--- config.mk ---
export PLATFORM = sky130hd
export DESIGN_NAME = random_backoff_send_scheduler_top
export DESIGN_NICKNAME = d
export VERILOG_FILES = /design/src/rtl/rbss_pkg.sv /design/src/rtl/random_backoff_send_scheduler_top.sv /design/src/rtl/rbss_seq.sv /design/src/rtl/rbss_mod.sv /design/src/rtl/rbss_dp.sv
export SDC_FILE = /design/constraint.sdc
export NUM_CORES = 1
export LEC_CHECK = 0
export BUFFER_PORTS_ARGS = -buffer_cell sky130_fd_sc_hd__buf_4
export CAP_MARGIN = 30
export CORE_MARGIN = 1
export CORE_UTILIZATION = 60
export DETAILED_ROUTE_END_ITERATION = 16
export PLACE_DENSITY_LB_ADDON = 0.05
export SLEW_MARGIN = 20
export SYNTH_ARGS = -nofsm -noshare
export SYNTH_HDL_FRONTEND = slang
export SYNTH_HIERARCHICAL = 1
export SYNTH_SLANG_ARGS = --single-unit
--- constraint.sdc ---
create_clock -name clk -period 10.1 [get_ports clk]
set_input_delay 0 -clock clk [delete_from_list [all_inputs] [get_ports clk]]
set_output_delay 0 -clock clk [all_outputs]
set_load 0.005 [all_outputs]
--- src/rtl/rbss_pkg.sv ---
// ----------------------------------------------------------------------------
// rbss_pkg
// Shared types, constants, microcode table and generator step for the
// random backoff send scheduler.
// ----------------------------------------------------------------------------
package rbss_pkg;

    localparam int TIME_W  = 16;
    localparam int RNG_W   = 32;
    localparam int DVS_W   = TIME_W + 1;
    localparam int CNT_W   = $clog2(RNG_W);
    localparam int STEP_W  = 4;
    localparam int CIDX_W  = 2;
    localparam int IN_DW   = 40;
    localparam int OUT_DW  = 40;

    localparam logic [TIME_W-1:0] MIN_RST   = TIME_W'(500);
    localparam logic [TIME_W-1:0] MAX_RST   = TIME_W'(3000);
    localparam logic [TIME_W-1:0] GUARD_RST = TIME_W'(2000);
    localparam logic [RNG_W-1:0]  SEED_RST  = RNG_W'(1);
    localparam logic [TIME_W-1:0] TIME_SAT  = '1;

    localparam logic [CIDX_W-1:0] REG_MIN   = CIDX_W'(0);
    localparam logic [CIDX_W-1:0] REG_MAX   = CIDX_W'(1);
    localparam logic [CIDX_W-1:0] REG_GUARD = CIDX_W'(2);
    localparam logic [CIDX_W-1:0] REG_SEED  = CIDX_W'(3);

    localparam logic KIND_TICK    = 1'b0;
    localparam logic KIND_PUBLISH = 1'b1;

    typedef enum logic [2:0] {
        OP_NOP,
        OP_ACCEPT,
        OP_TICK,
        OP_PUB,
        OP_DRAW,
        OP_ADD_REM,
        OP_SEND,
        OP_EMIT
    } op_t;

    typedef enum logic [3:0] {
        C_NEVER,
        C_ALWAYS,
        C_NO_ITEM,
        C_KIND_PUB,
        C_NOT_PENDING,
        C_BL_NONZERO,
        C_BL_ZERO,
        C_GUARD_MET,
        C_DIV_BUSY,
        C_OUT_FULL
    } cond_t;

    typedef struct packed {
        op_t               op;
        cond_t             cond;
        logic [STEP_W-1:0] target;
    } ctrl_t;

    typedef struct packed {
        logic item_valid;
        logic kind_pub;
        logic pending;
        logic bl_zero;
        logic guard_met;
        logic div_busy;
        logic out_full;
    } status_t;

    localparam logic [STEP_W-1:0] S_WAIT   = STEP_W'(0);
    localparam logic [STEP_W-1:0] S_CHECK  = STEP_W'(4);
    localparam logic [STEP_W-1:0] S_WAIT_A = STEP_W'(6);
    localparam logic [STEP_W-1:0] S_PUB    = STEP_W'(8);
    localparam logic [STEP_W-1:0] S_WAIT_B = STEP_W'(10);
    localparam logic [STEP_W-1:0] S_SEND   = STEP_W'(14);
    localparam logic [STEP_W-1:0] S_EMIT   = STEP_W'(15);

    function automatic ctrl_t ucode(input logic [STEP_W-1:0] addr);
        ctrl_t w;
        begin
            unique case (addr)
                4'd0:    w = '{OP_ACCEPT,  C_NO_ITEM,     S_WAIT};
                4'd1:    w = '{OP_NOP,     C_KIND_PUB,    S_PUB};
                4'd2:    w = '{OP_TICK,    C_NOT_PENDING, S_EMIT};
                4'd3:    w = '{OP_NOP,     C_BL_NONZERO,  S_EMIT};
                4'd4:    w = '{OP_NOP,     C_GUARD_MET,   S_SEND};
                4'd5:    w = '{OP_DRAW,    C_NEVER,       S_WAIT};
                4'd6:    w = '{OP_NOP,     C_DIV_BUSY,    S_WAIT_A};
                4'd7:    w = '{OP_ADD_REM, C_ALWAYS,      S_EMIT};
                4'd8:    w = '{OP_PUB,     C_NEVER,       S_WAIT};
                4'd9:    w = '{OP_DRAW,    C_NEVER,       S_WAIT};
                4'd10:   w = '{OP_NOP,     C_DIV_BUSY,    S_WAIT_B};
                4'd11:   w = '{OP_ADD_REM, C_NEVER,       S_WAIT};
                4'd12:   w = '{OP_NOP,     C_BL_ZERO,     S_CHECK};
                4'd13:   w = '{OP_NOP,     C_ALWAYS,      S_EMIT};
                4'd14:   w = '{OP_SEND,    C_NEVER,       S_WAIT};
                4'd15:   w = '{OP_EMIT,    C_OUT_FULL,    S_EMIT};
                default: w = '{OP_NOP,     C_ALWAYS,      S_WAIT};
            endcase
            return w;
        end
    endfunction

    function automatic logic [RNG_W-1:0] xorshift(input logic [RNG_W-1:0] x);
        logic [RNG_W-1:0] a;
        logic [RNG_W-1:0] b;
        begin
            a = x ^ (x << 13);
            b = a ^ (a >> 17);
            return b ^ (b << 5);
        end
    endfunction

endpackage

--- src/rtl/random_backoff_send_scheduler_top.sv ---
// ----------------------------------------------------------------------------
// random_backoff_send_scheduler_top
// Random backoff send scheduler with a microcoded control sequencer.
//
//  channel   direction  tdata (low bit up)                          tuser
//  s_axis    in         line_idle, stamp, 7 zero bits               kind
//  m_axis    out        send_now, sent_stamp, still_pending,        -
//                       6 zero bits
//  cfg       in         cfg_index selects register, cfg_data value  -
//
//  A draw that needs a random number waits on the remainder unit, which
//  resolves one dividend bit per cycle; a publish request may draw twice.
//  Reset loads the register defaults and seeds the generator with 1.
//  The next item is taken while a result waits; a stalled output holds
//  the sequencer at its emit step.
// ----------------------------------------------------------------------------
module random_backoff_send_scheduler_top (
    input  logic                          clk,
    input  logic                          rst_n,
    input  logic                          cfg_we,
    input  logic [rbss_pkg::CIDX_W-1:0]   cfg_index,
    input  logic [rbss_pkg::RNG_W-1:0]    cfg_data,
    input  logic                          s_axis_tvalid,
    output logic                          s_axis_tready,
    input  logic [rbss_pkg::IN_DW-1:0]    s_axis_tdata,  // line_idle, stamp
    input  logic                          s_axis_tuser,  // kind
    output logic                          m_axis_tvalid,
    input  logic                          m_axis_tready,
    output logic [rbss_pkg::OUT_DW-1:0]   m_axis_tdata   // send_now, sent_stamp, still_pending
);

    rbss_pkg::ctrl_t   ctrl;
    rbss_pkg::status_t status;

    rbss_seq u_seq (
        .clk    (clk),
        .rst_n  (rst_n),
        .status (status),
        .ctrl   (ctrl)
    );

    rbss_dp u_dp (
        .clk           (clk),
        .rst_n         (rst_n),
        .ctrl          (ctrl),
        .status        (status),
        .cfg_we        (cfg_we),
        .cfg_index     (cfg_index),
        .cfg_data      (cfg_data),
        .s_axis_tvalid (s_axis_tvalid),
        .s_axis_tready (s_axis_tready),
        .s_axis_tdata  (s_axis_tdata),
        .s_axis_tuser  (s_axis_tuser),
        .m_axis_tvalid (m_axis_tvalid),
        .m_axis_tready (m_axis_tready),
        .m_axis_tdata  (m_axis_tdata)
    );

endmodule

--- src/rtl/rbss_seq.sv ---
// ----------------------------------------------------------------------------
// rbss_seq
// Microcode sequencer: step counter, control store and jump conditions.
// ----------------------------------------------------------------------------
module rbss_seq (
    input  logic             clk,
    input  logic             rst_n,
    input  rbss_pkg::status_t status,
    output rbss_pkg::ctrl_t   ctrl
);

    logic [rbss_pkg::STEP_W-1:0] step_reg;
    logic [rbss_pkg::STEP_W-1:0] step_next;
    logic                        take;

    assign ctrl = rbss_pkg::ucode(step_reg);

    always_comb
    begin
        unique case (ctrl.cond)
            rbss_pkg::C_NEVER:       take = 1'b0;
            rbss_pkg::C_ALWAYS:      take = 1'b1;
            rbss_pkg::C_NO_ITEM:     take = !status.item_valid;
            rbss_pkg::C_KIND_PUB:    take = status.kind_pub;
            rbss_pkg::C_NOT_PENDING: take = !status.pending;
            rbss_pkg::C_BL_NONZERO:  take = !status.bl_zero;
            rbss_pkg::C_BL_ZERO:     take = status.bl_zero;
            rbss_pkg::C_GUARD_MET:   take = status.guard_met;
            rbss_pkg::C_DIV_BUSY:    take = status.div_busy;
            rbss_pkg::C_OUT_FULL:    take = status.out_full;
            default:                 take = 1'b0;
        endcase
        step_next = take ? ctrl.target : step_reg + rbss_pkg::STEP_W'(1);
    end

    always_ff @(posedge clk or negedge rst_n)
    begin
        if (!rst_n)
        begin
            step_reg <= rbss_pkg::S_WAIT;
        end
        else
        begin
            step_reg <= step_next;
        end
    end

endmodule

--- src/rtl/rbss_mod.sv ---
// ----------------------------------------------------------------------------
// rbss_mod
// Iterative restoring remainder: one dividend bit per cycle.
// ----------------------------------------------------------------------------
module rbss_mod (
    input  logic                         clk,
    input  logic                         rst_n,
    input  logic                         start,
    input  logic [rbss_pkg::RNG_W-1:0]   dividend,
    input  logic [rbss_pkg::DVS_W-1:0]   divisor,
    output logic                         busy,
    output logic [rbss_pkg::TIME_W-1:0]  rem
);

    logic [rbss_pkg::RNG_W-1:0]  quo_reg;
    logic [rbss_pkg::TIME_W-1:0] rem_reg;
    logic [rbss_pkg::DVS_W-1:0]  dvs_reg;
    logic [rbss_pkg::CNT_W-1:0]  cnt_reg;
    logic                        busy_reg;
    logic [rbss_pkg::DVS_W-1:0]  trial;
    logic [rbss_pkg::DVS_W-1:0]  rem_next;

    always_comb
    begin
        trial    = {rem_reg, quo_reg[rbss_pkg::RNG_W-1]};
        rem_next = (trial >= dvs_reg) ? trial - dvs_reg : trial;
    end

    always_ff @(posedge clk or negedge rst_n)
    begin
        if (!rst_n)
        begin
            busy_reg <= 1'b0;
            cnt_reg  <= '0;
        end
        else if (start)
        begin
            busy_reg <= 1'b1;
            cnt_reg  <= '0;
        end
        else if (busy_reg)
        begin
            cnt_reg <= cnt_reg + rbss_pkg::CNT_W'(1);
            if (cnt_reg == rbss_pkg::CNT_W'(rbss_pkg::RNG_W - 1))
            begin
                busy_reg <= 1'b0;
            end
        end
    end

    always_ff @(posedge clk)
    begin
        if (start)
        begin
            quo_reg <= dividend;
            rem_reg <= '0;
            dvs_reg <= divisor;
        end
        else if (busy_reg)
        begin
            quo_reg <= quo_reg << 1;
            rem_reg <= rem_next[rbss_pkg::TIME_W-1:0];
        end
    end

    assign busy = busy_reg;
    assign rem  = rem_reg;

endmodule

--- src/rtl/rbss_dp.sv ---
// ----------------------------------------------------------------------------
// rbss_dp
// Datapath: configuration, scheduler state, generator and output register.
// ----------------------------------------------------------------------------
module rbss_dp (
    input  logic                          clk,
    input  logic                          rst_n,
    input  rbss_pkg::ctrl_t               ctrl,
    output rbss_pkg::status_t             status,
    input  logic                          cfg_we,
    input  logic [rbss_pkg::CIDX_W-1:0]   cfg_index,
    input  logic [rbss_pkg::RNG_W-1:0]    cfg_data,
    input  logic                          s_axis_tvalid,
    output logic                          s_axis_tready,
    input  logic [rbss_pkg::IN_DW-1:0]    s_axis_tdata,
    input  logic                          s_axis_tuser,
    output logic                          m_axis_tvalid,
    input  logic                          m_axis_tready,
    output logic [rbss_pkg::OUT_DW-1:0]   m_axis_tdata
);

    logic [rbss_pkg::TIME_W-1:0] min_reg;
    logic [rbss_pkg::TIME_W-1:0] max_reg;
    logic [rbss_pkg::TIME_W-1:0] guard_reg;
    logic [rbss_pkg::RNG_W-1:0]  rng_reg;
    logic                        pending_reg;
    logic [rbss_pkg::TIME_W-1:0] bl_reg;
    logic [rbss_pkg::TIME_W-1:0] idle_reg;
    logic                        rand_reg;
    logic                        sent_reg;
    logic                        kind_reg;
    logic                        lidle_reg;
    logic [rbss_pkg::RNG_W-1:0]  uptime_reg;
    logic                        out_valid_reg;
    logic [rbss_pkg::OUT_DW-1:0] out_data_reg;

    logic                        span_pos;
    logic [rbss_pkg::DVS_W-1:0]  divisor;
    logic [rbss_pkg::RNG_W-1:0]  rng_next;
    logic                        div_start;
    logic                        div_busy;
    logic [rbss_pkg::TIME_W-1:0] div_rem;
    logic                        out_full;
    logic                        in_xfer;
    logic [rbss_pkg::RNG_W-1:0]  sent_up;

    assign span_pos  = max_reg > min_reg;
    assign divisor   = {1'b0, max_reg} - {1'b0, min_reg} + rbss_pkg::DVS_W'(1);
    assign rng_next  = rbss_pkg::xorshift(rng_reg);
    assign div_start = (ctrl.op == rbss_pkg::OP_DRAW) && span_pos;
    assign out_full  = out_valid_reg && !m_axis_tready;
    assign in_xfer   = s_axis_tvalid && s_axis_tready;
    assign sent_up   = sent_reg ? uptime_reg : '0;

    assign s_axis_tready = (ctrl.op == rbss_pkg::OP_ACCEPT);
    assign m_axis_tvalid = out_valid_reg;
    assign m_axis_tdata  = out_data_reg;

    assign status = '{
        item_valid: s_axis_tvalid,
        kind_pub:   kind_reg == rbss_pkg::KIND_PUBLISH,
        pending:    pending_reg,
        bl_zero:    bl_reg == '0,
        guard_met:  idle_reg >= guard_reg,
        div_busy:   div_busy,
        out_full:   out_full
    };

    rbss_mod u_mod (
        .clk      (clk),
        .rst_n    (rst_n),
        .start    (div_start),
        .dividend (rng_next),
        .divisor  (divisor),
        .busy     (div_busy),
        .rem      (div_rem)
    );

    always_ff @(posedge clk or negedge rst_n)
    begin
        if (!rst_n)
        begin
            min_reg       <= rbss_pkg::MIN_RST;
            max_reg       <= rbss_pkg::MAX_RST;
            guard_reg     <= rbss_pkg::GUARD_RST;
            rng_reg       <= rbss_pkg::SEED_RST | rbss_pkg::RNG_W'(1);
            pending_reg   <= 1'b0;
            bl_reg        <= '0;
            idle_reg      <= '0;
            rand_reg      <= 1'b0;
            sent_reg      <= 1'b0;
            kind_reg      <= rbss_pkg::KIND_TICK;
            lidle_reg     <= 1'b0;
            uptime_reg    <= '0;
            out_valid_reg <= 1'b0;
            out_data_reg  <= '0;
        end
        else
        begin
            if (out_valid_reg && m_axis_tready && (ctrl.op != rbss_pkg::OP_EMIT))
            begin
                out_valid_reg <= 1'b0;
            end

            unique case (ctrl.op)
                rbss_pkg::OP_ACCEPT:
                begin
                    if (in_xfer)
                    begin
                        kind_reg   <= s_axis_tuser;
                        lidle_reg  <= s_axis_tdata[0];
                        uptime_reg <= s_axis_tdata[rbss_pkg::RNG_W:1];
                        sent_reg   <= 1'b0;
                    end
                end
                rbss_pkg::OP_TICK:
                begin
                    if (!lidle_reg)
                    begin
                        idle_reg <= '0;
                    end
                    else if (idle_reg != rbss_pkg::TIME_SAT)
                    begin
                        idle_reg <= idle_reg + rbss_pkg::TIME_W'(1);
                    end
                    if (pending_reg && (bl_reg != '0))
                    begin
                        bl_reg <= bl_reg - rbss_pkg::TIME_W'(1);
                    end
                end
                rbss_pkg::OP_PUB:
                begin
                    pending_reg <= 1'b1;
                end
                rbss_pkg::OP_DRAW:
                begin
                    bl_reg   <= min_reg;
                    rand_reg <= span_pos;
                    if (span_pos)
                    begin
                        rng_reg <= rng_next;
                    end
                end
                rbss_pkg::OP_ADD_REM:
                begin
                    if (rand_reg)
                    begin
                        bl_reg <= bl_reg + div_rem;
                    end
                end
                rbss_pkg::OP_SEND:
                begin
                    pending_reg <= 1'b0;
                    sent_reg    <= 1'b1;
                end
                rbss_pkg::OP_EMIT:
                begin
                    if (!out_full)
                    begin
                        out_valid_reg <= 1'b1;
                        out_data_reg  <= rbss_pkg::OUT_DW'({pending_reg, sent_up, sent_reg});
                    end
                end
                default:
                begin
                end
            endcase

            if (cfg_we)
            begin
                unique case (cfg_index)
                    rbss_pkg::REG_MIN:   min_reg   <= cfg_data[rbss_pkg::TIME_W-1:0];
                    rbss_pkg::REG_MAX:   max_reg   <= cfg_data[rbss_pkg::TIME_W-1:0];
                    rbss_pkg::REG_GUARD: guard_reg <= cfg_data[rbss_pkg::TIME_W-1:0];
                    rbss_pkg::REG_SEED:  rng_reg   <= cfg_data | rbss_pkg::RNG_W'(1);
                    default:
                    begin
                    end
                endcase
            end
        end
    end

    a_sent_clears_pending: assert property (@(posedge clk) disable iff (!rst_n)
        m_axis_tvalid |-> !(m_axis_tdata[0] && m_axis_tdata[rbss_pkg::RNG_W+1]))
        else $error("result marks a send while still pending");

    a_unsent_zero_uptime: assert property (@(posedge clk) disable iff (!rst_n)
        (m_axis_tvalid && !m_axis_tdata[0]) |-> (m_axis_tdata[rbss_pkg::RNG_W:1] == '0))
        else $error("uptime carried without a send");

    a_rem_ready: assert property (@(posedge clk) disable iff (!rst_n)
        (ctrl.op == rbss_pkg::OP_ADD_REM) |-> !div_busy)
        else $error("remainder taken while modulo unit busy");

    a_draw_starts: assert property (@(posedge clk) disable iff (!rst_n)
        div_start |=> div_busy)
        else $error("modulo unit did not start on a random draw");

    a_rng_nonzero: assert property (@(posedge clk) disable iff (!rst_n)
        rng_reg[0] || $past(rng_reg) != '0 || $past(div_start))
        else $error("generator state lost its seed bit unexpectedly");

endmodule
==> out/qor.csv <==
stage,metric,value,unit
route,routed_wirelength,36.7,mm
clock_network,cts_root_buffer,sky130_fd_sc_hd__clkbuf_16,
layout,num-fill-cells,1747,
worst_setup_path,worst_ep_required_time,10.54,ns
worst_setup_path,critical_path.endpoint_type,register,
route,routedWlPerCell,18.3,µm
timing,slew_violations,0,
global_route,grt_antenna_before_repair,0,
timing,finalSetupViolations,0,
global_route,track_usage,0.288,
die,fp-row-count,57,
worst_setup_path,arrival,5.34,ns
clock_network,hold_buffers,80,
timing,timing.final.crit_share,0.485,
clock_network,cts_repair_resize_count,0,
global_route,grt_pass1_vias,11600,
route,detail_route.iter0.violations,885,
timing,fmaxAchievable,204,MHz
worst_setup_path,setup.worst_path.start_class,register,
placement,dp_hpwl,24.8,mm
global_route,grt.overflow.total,0,
clock_network,tritoncts,done,
outcome,run_status,"complete, no violations",
clock_network,cts_inserted_buffers,29,
clock_network,worstSkewPairLatency,0.57,ns
timing,final.setup_skew,0.0312,ns
route,drtPass1Iterations,5,
placement,placedInstanceArea,16100,µm²
timing,worst_slew_margin_rel,0.372,
worst_setup_path,timing.critical_path.cells,"inv_1, ha_1, mux2_2, o21ai_0, nand2b_1, or3_1, ha_1, a21o_1, a31o_2, a211o_1, a21oi_1, xnor2_1, mux2i_1, o221a_2",
die,floorplan.die_area,25800,µm²
min_path,hold_class,in2reg,
layout,layout-drive-gt1-share,0.200,
die,coreArea,24500,µm²
die,ios,122,
timing,finalCriticalPeriod,4.90,ns
worst_setup_path,critical_path.slowest_cell,sky130_fd_sc_hd__o21ai_0,
power,total_power_draw,6700,µW
power,p_leak,0.00821,µW
logic_synthesis,synthCells,1493,
worst_setup_path,timing_worst_setup_path_type,reg2reg,
layout,largest_register_ff_count,34,
route,num_vias,11500,
worst_setup_path,critical-path-top-cell-by-count,sky130_fd_sc_hd__ha_1,
global_route,grt_first_pass_wirelength,59.6,mm
die,die_width,161,µm
logic_synthesis,syn-mean-instance-area,10.1,µm²
placement,dp_cells,1873,
timing,timing.hold.ws,0.101,ns
worst_setup_path,maximum_cell_stage_delay_along_the_critical_path,0.54,ns
placement,count_of_buffers_from_port_buffering,108,
die,start_util,0.616,
layout,layout.nets,1842,
route,route.detailed.vias_per_inst,5.75,
logic_synthesis,syn-cell-area,15100,µm²
clock_network,ctsHtreeMaxLevel,1,
global_route,pin_count_of_the_biggest_net_entering_global_routing,117,
power,ir_worst_vdd,0.000241,V
logic_synthesis,ys_warn_count,6,
clock_network,cts.path.max_buffers,3,
placement,gp_congestion,0.911,
layout,diodes,0,
clock_network,cts_setup_buffers,0,
flow_run,drv.max_cap_violation_count,0,
clock_network,clock_pin_slew_worst_setup_and_hold_paths,0.06,ns
die,chipHeight,161,µm
worst_setup_path,timing.critical_path.fanout_max,18,
layout,finish.instance_area,18000,µm²
timing,grt_setup_unrepaired,false,
route,drcViolationCount,0,
timing,timing.setup.tns,0,ns
power,power-per-cell-area,372,nW/µm²
timing,finalHoldViolCount,0,
layout,final_cells,2009,
timing,timing_worst_slew_pin_value,0.940,ns
layout,area.growth.synth_to_final,19.4,%
route,antenna_violating_nets_post_route,0,
clock_network,clock_sinks,259,
[cell usage in the layout, fill, tap and decap left out, types with 64 or more instances in the layout]
master,instances
sky130_fd_sc_hd__o21ai_0,101
sky130_fd_sc_hd__ha_1,90
sky130_fd_sc_hd__nor2_1,64
sky130_fd_sc_hd__xnor2_1,92
sky130_fd_sc_hd__nand2_1,201
sky130_fd_sc_hd__dlygate4sd3_1,81
sky130_fd_sc_hd__inv_1,91
sky130_fd_sc_hd__buf_4,121
sky130_fd_sc_hd__dfrtp_1,174
sky130_fd_sc_hd__mux2_2,100
[layout make-up]
class | count | area (µm²) | share of cell area
flip-flops and latches | 259 | 6670 | 0.370
clock inverters | 11 | 151 | 0.00839
multi-input cells | 1074 | 7750 | 0.430
inverters | 93 | 349 | 0.0194
clock buffers | 43 | 920 | 0.0510
repair buffers | 205 | 1790 | 0.0991
well taps | 324 | 405 | 0.0225
[worst paths after layout]
kind,startpoint,to,slack [ns],cells after the start
hold / removal,cfg_index[0],u_dp/rng_reg[7],0.10,4
max in group asynchronous,rst_n,u_dp/guard_reg[9],8.16,6
hold reg to reg,u_dp/m_axis_tdata[17],u_dp/m_axis_tdata[17],0.47,2
min in group asynchronous,rst_n,u_dp/rng_reg[26],0.44,3
setup / recovery,u_seq/step_reg[0],u_dp/bl_reg[15],5.20,14
setup reg to reg,u_seq/step_reg[0],u_dp/bl_reg[15],5.20,14
[worst max-delay path, delay by kind of cell (launching register included)]
kind	cells	cell delay (ns)
flops	1	0.51
simple gates	2	1.00
buf+inv	1	0.17
mux	2	0.38
fa+ha+maj	2	0.72
xor+xnor	1	0.20
compound gates	6	1.80
[layer usage]
layer	track usage	vias up	share of wire
met1	0.390	5601	0.44
met4	0.0943	0	0.030
met2	0.479	308	0.48
met3	0.0416	76	0.048
li1	-	5557	-
met5	0	-	0
[stage by stage]
stage,setup WS (ns),utilization
CTS,5.21,0.734
global placement,5.30,0.656
floorplan,5.85,-
detailed placement,5.24,0.657
global route,4.92,0.735
finish,5.20,0.735
[power breakdown]
part           switching [µW]  internal [µW]  leakage [µW]
combinational            1980           1630       0.00468
clock                     445            707      0.000530
sequential                356           1580       0.00300
No activity file was read; power rests on OpenSTA's default activity.
